--- config.mk ---
export PLATFORM = sky130hd
export DESIGN_NAME = rgch_out_fifo_flat
export DESIGN_NICKNAME = d
export VERILOG_FILES = /design/src/rtl/core/rgch_pkg.sv /design/src/rtl/core/rgch_if.sv /design/src/rtl/core/rgch_out_fifo.sv /design/src/flat_wrapper.sv
export SDC_FILE = /design/constraint.sdc
export NUM_CORES = 1
export LEC_CHECK = 0
export BUFFER_PORTS_ARGS = -buffer_cell sky130_fd_sc_hd__buf_2
export CAP_MARGIN = 20
export CORE_ASPECT_RATIO = 1.4
export CORE_MARGIN = 2
export CORE_UTILIZATION = 50
export CTS_BUF_LIST = sky130_fd_sc_hd__clkbuf_16
export DETAILED_ROUTE_END_ITERATION = 12
export GPL_ROUTABILITY_DRIVEN = 0
export GPL_TIMING_DRIVEN = 0
export PLACE_DENSITY = 0.74
export REMOVE_ABC_BUFFERS = 1
export SYNTH_ARGS = -nofsm -noshare
export SYNTH_HDL_FRONTEND = slang
export SYNTH_SLANG_ARGS = --single-unit
--- constraint.sdc ---
create_clock -name clk -period 4.7 [get_ports clk]
set_clock_uncertainty 0.2 [all_clocks]
set_input_delay 0.47 -clock clk [delete_from_list [all_inputs] [get_ports clk]]
set_output_delay 0.47 -clock clk [all_outputs]
set_load 0.05 [all_outputs]
--- src/rtl/core/rgch_pkg.sv ---
package rgch_pkg;

  // sizes
  localparam int MAX_READ_LENGTH = 256;
  localparam int BIN_DEPTH       = MAX_READ_LENGTH + 1;
  localparam int BIN_ADDR_W      = $clog2(BIN_DEPTH);
  localparam int LEN_W           = $clog2(MAX_READ_LENGTH + 1);
  localparam int COUNT_BITS      = 32;
  localparam int FIFO_DEPTH      = 4;
  localparam int FIFO_PTR_W      = $clog2(FIFO_DEPTH);
  localparam int FIFO_CNT_W      = FIFO_PTR_W + 1;

  // field widths
  localparam int MODE_W   = 2;
  localparam int QUAL_W   = 8;
  localparam int FLAGS_W  = 16;
  localparam int SEQLEN_W = 16;
  localparam int BASE_W   = 4;
  localparam int BIN_W    = 9;
  localparam int STATUS_W = 3;
  localparam int OUT_W    = 32;
  localparam int CFG_IDX_W  = 1;
  localparam int CFG_DATA_W = 9;

  // configuration register indexes
  localparam logic [CFG_IDX_W-1:0] CFG_MIN_QUALITY = 1'd0;
  localparam logic [CFG_IDX_W-1:0] CFG_READ_LENGTH = 1'd1;
  localparam logic [QUAL_W-1:0]     MIN_QUALITY_RST = 8'd0;
  localparam logic [CFG_DATA_W-1:0] READ_LENGTH_RST = 9'd100;

  // item modes
  localparam logic [MODE_W-1:0] MODE_HEADER = 2'd0;
  localparam logic [MODE_W-1:0] MODE_BASE   = 2'd1;
  localparam logic [MODE_W-1:0] MODE_QUERY  = 2'd2;

  // base codes
  localparam logic [BASE_W-1:0] BASE_A = 4'd1;
  localparam logic [BASE_W-1:0] BASE_C = 4'd2;
  localparam logic [BASE_W-1:0] BASE_G = 4'd4;
  localparam logic [BASE_W-1:0] BASE_T = 4'd8;
  localparam logic [BASE_W-1:0] BASE_N = 4'd15;

  // unmapped, secondary, qc-fail, duplicate
  localparam logic [FLAGS_W-1:0] FLAG_REJECT_MASK = 16'h0704;

  // result status codes
  localparam logic [STATUS_W-1:0] ST_BASE    = 3'd0;
  localparam logic [STATUS_W-1:0] ST_ACCEPT  = 3'd1;
  localparam logic [STATUS_W-1:0] ST_BADMAP  = 3'd2;
  localparam logic [STATUS_W-1:0] ST_SHORT   = 3'd3;
  localparam logic [STATUS_W-1:0] ST_BINNED  = 3'd4;
  localparam logic [STATUS_W-1:0] ST_HADN    = 3'd5;
  localparam logic [STATUS_W-1:0] ST_BADBASE = 3'd6;
  localparam logic [STATUS_W-1:0] ST_QUERY   = 3'd7;

  typedef logic [COUNT_BITS-1:0] count_t;

  // item moving from the classify stage to the bin stage
  typedef struct packed {
    logic [STATUS_W-1:0]   status;
    logic                  bin_upd;
    logic                  query_hit;
    logic [BIN_ADDR_W-1:0] addr;
    logic                  bin_seen;
    count_t                used;
    count_t                had_n;
    count_t                too_short;
    count_t                bad_map;
  } stage_t;

  // finished result item
  typedef struct packed {
    logic [STATUS_W-1:0] status;
    logic [OUT_W-1:0]    bin_count;
    logic [OUT_W-1:0]    used_total;
    logic [OUT_W-1:0]    had_n_total;
    logic [OUT_W-1:0]    too_short_total;
    logic [OUT_W-1:0]    bad_mapping_total;
  } result_t;

  // saturating increment
  function automatic count_t sat_inc(input count_t c);
    sat_inc = (c == '1) ? c : c + count_t'(1);
  endfunction

endpackage

--- src/rtl/core/rgch_if.sv ---


// result channel
interface rgch_out_if;
  logic                          valid;
  logic                          ready;
  logic [rgch_pkg::STATUS_W-1:0] status;
  logic [rgch_pkg::OUT_W-1:0]    bin_count;
  logic [rgch_pkg::OUT_W-1:0]    used_total;
  logic [rgch_pkg::OUT_W-1:0]    had_n_total;
  logic [rgch_pkg::OUT_W-1:0]    too_short_total;
  logic [rgch_pkg::OUT_W-1:0]    bad_mapping_total;

  modport source (output valid, status, bin_count, used_total, had_n_total,
                  too_short_total, bad_mapping_total, input ready);
  modport sink   (input valid, status, bin_count, used_total, had_n_total,
                  too_short_total, bad_mapping_total, output ready);
endinterface

--- src/rtl/core/rgch_out_fifo.sv ---
module rgch_out_fifo (
  input  logic                                clk,
  input  logic                                rst_n,
  input  logic                                push,
  input  rgch_pkg::result_t                   push_data,
  output logic [rgch_pkg::FIFO_CNT_W-1:0]     count,
  rgch_out_if.source                          out
);

  rgch_pkg::result_t                  buf_r [rgch_pkg::FIFO_DEPTH];
  logic [rgch_pkg::FIFO_PTR_W-1:0]    wr_ptr_r, wr_ptr_nxt;
  logic [rgch_pkg::FIFO_PTR_W-1:0]    rd_ptr_r, rd_ptr_nxt;
  logic [rgch_pkg::FIFO_CNT_W-1:0]    count_r, count_nxt;
  logic                               pop;
  rgch_pkg::result_t                  head;

  assign pop   = out.valid && out.ready;
  assign count = count_r;

  // pointer and fill update
  always_comb begin
    wr_ptr_nxt = push ? wr_ptr_r + 1'b1 : wr_ptr_r;
    rd_ptr_nxt = pop  ? rd_ptr_r + 1'b1 : rd_ptr_r;
    count_nxt  = count_r + rgch_pkg::FIFO_CNT_W'(push) - rgch_pkg::FIFO_CNT_W'(pop);
  end

  always_ff @(posedge clk) begin
    if (!rst_n) begin
      wr_ptr_r <= '0;
      rd_ptr_r <= '0;
      count_r  <= '0;
    end else begin
      wr_ptr_r <= wr_ptr_nxt;
      rd_ptr_r <= rd_ptr_nxt;
      count_r  <= count_nxt;
    end
  end

  // storage
  always_ff @(posedge clk) begin
    if (push) begin
      buf_r[wr_ptr_r] <= push_data;
    end
  end

  // head of queue drives the channel
  assign head                  = buf_r[rd_ptr_r];
  assign out.valid             = (count_r != '0);
  assign out.status            = head.status;
  assign out.bin_count         = head.bin_count;
  assign out.used_total        = head.used_total;
  assign out.had_n_total       = head.had_n_total;
  assign out.too_short_total   = head.too_short_total;
  assign out.bad_mapping_total = head.bad_mapping_total;

endmodule

--- src/flat_wrapper.sv ---
// flat-port wrapper written by rule: the top's interface ports become plain ports
module rgch_out_fifo_flat 
  (clk, rst_n, push, push_data, count, out_valid, out_status, out_bin_count, out_used_total, out_had_n_total, out_too_short_total, out_bad_mapping_total, out_ready);
  rgch_out_if out_i ();
  input  logic clk;
  input  logic rst_n;
  input  logic push;
  input  rgch_pkg::result_t push_data;
  output logic [rgch_pkg::FIFO_CNT_W-1:0] count;
  output wire logic [$bits(out_i.valid)-1:0] out_valid;
  output wire logic [$bits(out_i.status)-1:0] out_status;
  output wire logic [$bits(out_i.bin_count)-1:0] out_bin_count;
  output wire logic [$bits(out_i.used_total)-1:0] out_used_total;
  output wire logic [$bits(out_i.had_n_total)-1:0] out_had_n_total;
  output wire logic [$bits(out_i.too_short_total)-1:0] out_too_short_total;
  output wire logic [$bits(out_i.bad_mapping_total)-1:0] out_bad_mapping_total;
  input wire logic [$bits(out_i.ready)-1:0] out_ready;
  assign out_valid = out_i.valid;
  assign out_status = out_i.status;
  assign out_bin_count = out_i.bin_count;
  assign out_used_total = out_i.used_total;
  assign out_had_n_total = out_i.had_n_total;
  assign out_too_short_total = out_i.too_short_total;
  assign out_bad_mapping_total = out_i.bad_mapping_total;
  assign out_i.ready = out_ready;
  rgch_out_fifo u_core (.clk(clk), .rst_n(rst_n), .push(push), .push_data(push_data), .count(count), .out(out_i));
endmodule
## Word level (Yosys, flattened, before mapping)

Memory sizes are Yosys's and may differ from the RTL's. A register that Yosys moved wholly into a read port is not among the register bits.
Index checks and enable logic that the tools add are counted.

| operators by class | value |
|---|---|
| add/subtract/negate cells | 4 |
| multiplexer cells | 4 |
| reduce and logical (&&, ||, !) cells | 2 |

Operators with widths:

| operator | count |
|---|---|
| adder 2 x 1 -> 2 bit (second input constant) | 2 |
| 2-to-1 mux 2 bit | 2 |
| adder 3 x 1 -> 3 bit | 1 |
| nonzero test 3 bit | 1 |
| subtractor 3 x 1 -> 3 bit | 1 |
| 2-to-1 mux 1 bit | 2 |
| logical AND 1 bit | 1 |

| storage, ports and cells | value |
|---|---|
| bits in registers | 7 |
| bits of input ports | 167 |
| logic and storage cells | 14 |
| memories | 1 |
| RAM bits | 652 |

Memories:

| name | words | bits a word | read ports | clocked after Yosys merged registers in | write ports | RTL line | source |
|---|---|---|---|---|---|---|---|
| u_core.buf_r | 4 | 163 | 1 | 1 | 1 | rgch_out_fifo.sv:10 | `rgch_pkg::result_t buf_r [rgch_pkg::FIFO_DEPTH];` |

## Logic depth before layout (Yosys ltp)

| logic depth | value |
|---|---|
| depth in word-level cells | 4 |
| depth in mapped cells | 7 |
| gate-level depth less buffers | 7 |

## Worst setup path after synthesis

Ideal clock, no wire load.

| timing path | value |
|---|---|
| kind | reg-to-reg |
| start | register u_core.wr_ptr_r[0] in the netlist's numbering |
| end | memory u_core.buf_r[0][0] in the netlist's numbering (enable) |
| data arrival time | 4.262 ns |
| library setup time | 0.542 ns |
| path buffers | 0 |
| stages on the path, launching flop included | 4 |
| required time | 3.958 ns |
| slack | -0.304 ns |
| path through | dfxtp_1 -> inv_1 -> ha_1 -> and2_1 |

RTL lines:

| item | RTL line | source |
|---|---|---|
| start: declaration | rgch_out_fifo.sv:11 | `logic [rgch_pkg::FIFO_PTR_W-1:0] wr_ptr_r, wr_ptr_nxt;` |
| start signal: assignment | rgch_out_fifo.sv:33 | `wr_ptr_r <= wr_ptr_nxt;` |
| end: declaration | rgch_out_fifo.sv:10 |  |

Straight into the memory's write port.

==> metrics.txt <==
CTS sink count 661; Place WS 1.46 ns; drt first pass iters 5; grt total ovfl 0; clk_lat worst skew 0.58 ns; run status finished clean; critical path class flip-flop to output pin; Area after DPL 26700 um2; Die H 263 um; final hold violation count 0; r2r startpoint u_core.count[1]$_SDFF_PN0_; Placement Rows 94; drt first-iter violations 645; number of post-CTS setup repair buffers 0; # H-tree levels 2; worst hold path type input port to flip-flop; final period utilization 78.8%; Detail Route Antenna Nets 0; final period demand of the worst path 3.70 ns; IO Pins 334; maxcap violations 0; final setup vio count 0; Design Power 0.0156 W; critical-path maximum fanout 36; peak supply drop 0.000425 V; Core Box Area 47200 um2; # port buffers 333; Setup crit end out_had_n_total[26]; Slew HR 42.6%; Yosys warnings 0; Num CTS Buffers 58; Worst-path clk slew 0.06 ns; Avg Vias per Cell 5.41; FMAX 0.270 GHz; Die ar. 49700 um2; Initial Util 50.8%; nature of the critical path endpoint output pin; hold path cells 3; share of cells above drive strength 1 40.9%; grt met2 use 34.0%; wire per inst 22.7 um; CTS Buffer Depth 3; setup total negative slack 0 ns; commonest non-fill, non-tap cell in the layout edfxtp_1; Most Crowded Layer GR met2; gr usage total 19.2%; reg2reg setup slack 2.31 ns; vias in the first global route 12300; antenna violations before repair 3; dpl hpwl 28.9 mm; syn avg cell area 26.8 um2; pin count of the biggest net entering global routing 54; cell area power density 517 nW/um2; vias 11400; synth top area cells edfxtp_1, mux4_2, dfxtp_1; Synth cell types 21; sequential area share after synthesis 82.5%; Worst Path Arrival 3.03 ns; top cell type by total area after synthesis edfxtp_1; mapped cell area 24000 um2; R2R Path End u_core.count[2]$_SDFF_PN0_; most frequent cells in the layout edfxtp_1, buf_2, dlygate4sd3_1; DRC Markers 0; Pleak 10.2 nW; nets 1609; Worst-Margin Slew 0.861 ns; CTS tree yes; clk root buf clkbuf_16; P&R area growth vs syn 26.1%; Critical Path Source Type flip-flop; max-slew violation count 0; Die X 189 um; Final Instance Area 30200 um2; first-pass GRT wire length 72.5 mm; DRT Wirelength 47.7 mm; Global Route met3 Usage 3.69%; worst r2r path cells 7; register bit total from synthesis 661; Gate Count Post-Synth 895; WP data required 4.03 ns; GR met1 Demand/Resource 23.3%; RSZ-0062 raised after global routing no; area share of the largest cell type after synthesis 81.7%; Final WS setup 0.996 ns
## how the worst min path moves through the flow
stage / startpoint / to / slack, ns
floorplan: u_core.rd_ptr_r[1]$_SDFFE_PN0P_ / flip-flop / 0.25
global placement: u_core.rd_ptr_r[1]$_SDFFE_PN0P_ / flip-flop / 0.26
detailed placement: u_core.rd_ptr_r[0]$_SDFFE_PN0P_ / flip-flop / 0.31
CTS: out_ready / flip-flop / 0.04
global route: out_ready / flip-flop / 0.09
finish: out_ready / flip-flop / 0.09
## per-layer routing
metal | part of all wire (%) | vias up | wire [um]
li1 | - | 4975 | -
met4 | 3.7 | 4 | 1790
met5 | 0.046 | - | 22
met1 | 37 | 5970 | 17600
met2 | 54 | 319 | 25700
met3 | 5.2 | 105 | 2490
## state kept, by name, summed over array words and instances, names as in the netlist, named ones only
| signal | flops |
|---|---|
| u_core.count | 3 |
| u_core.wr_ptr_r | 2 |
| u_core.buf_r | 652 |
| u_core.rd_ptr_r | 2 |
## repair_timing
action / CTS / global route
resized for setup: 0 / 0
setup endpoints to repair: 0 / 0
hold endpoints to repair: 656 / 0
hold buffers: 164 / 0
## where the power goes
part           switching, W  leakage [nW]  internal (W)
combinational       0.00271          3.23       0.00136
sequential         0.000153          6.06       0.00679
clock               0.00201         0.924       0.00262
total               0.00487          10.2        0.0108
## stage by stage
step	util, %	hold WS [ns]	cells
after floorplan	-	0.249	859
final	64.0	0.0902	2103
after CTS	64.0	0.0431	2102
after global placement	55.5	0.261	1816
after detailed placement	56.6	0.308	1835
after global routing	64.0	0.0926	2103
## cell usage after synthesis
cell and n:
dfxtp_1 9, mux4_2 163, o311ai_0 1, nand2_1 2, buf_1 4, fa_1 1, xnor3_1 1, nand2b_1 2
nor2b_1 1, or3_1 1, ha_1 6, clkbuf_1 3, and2_1 8, mux2i_1 4, buf_6 9, o31a_1 1
buf_4 2, buf_2 18, xor2_1 1, edfxtp_1 652, inv_1 6
## critical path, stage by stage, from the launching register on
cell	delay, ns
dfxtp_4	0.69
buf_16	0.31
buf_16	0.30
buf_16	0.29
mux4_2	0.56
buf_2	0.23
## area by class of cell
type	instances	area, um2
inverters	6	22.5
clock inverters	42	342
repair buffers	516	3820
diodes	1	2.50
well taps	624	781
fillers	3098	17000
clock buffers	61	1530
flip-flops and latches	661	19800
multi-input cells	192	3950
## cells by family after synthesis
family                   share of synthesized area (%)
AO/OA/AOI/OAI                                   0.0731
XOR/XNOR                                         0.131
adder cells (fa/ha/maj)                          0.397
buffers and inverters                             1.07
flip-flops                                        82.5
multiplexers                                      15.5
AND/OR/NAND/NOR                                  0.345
Note: power is estimated with default switching activity, not from simulation.
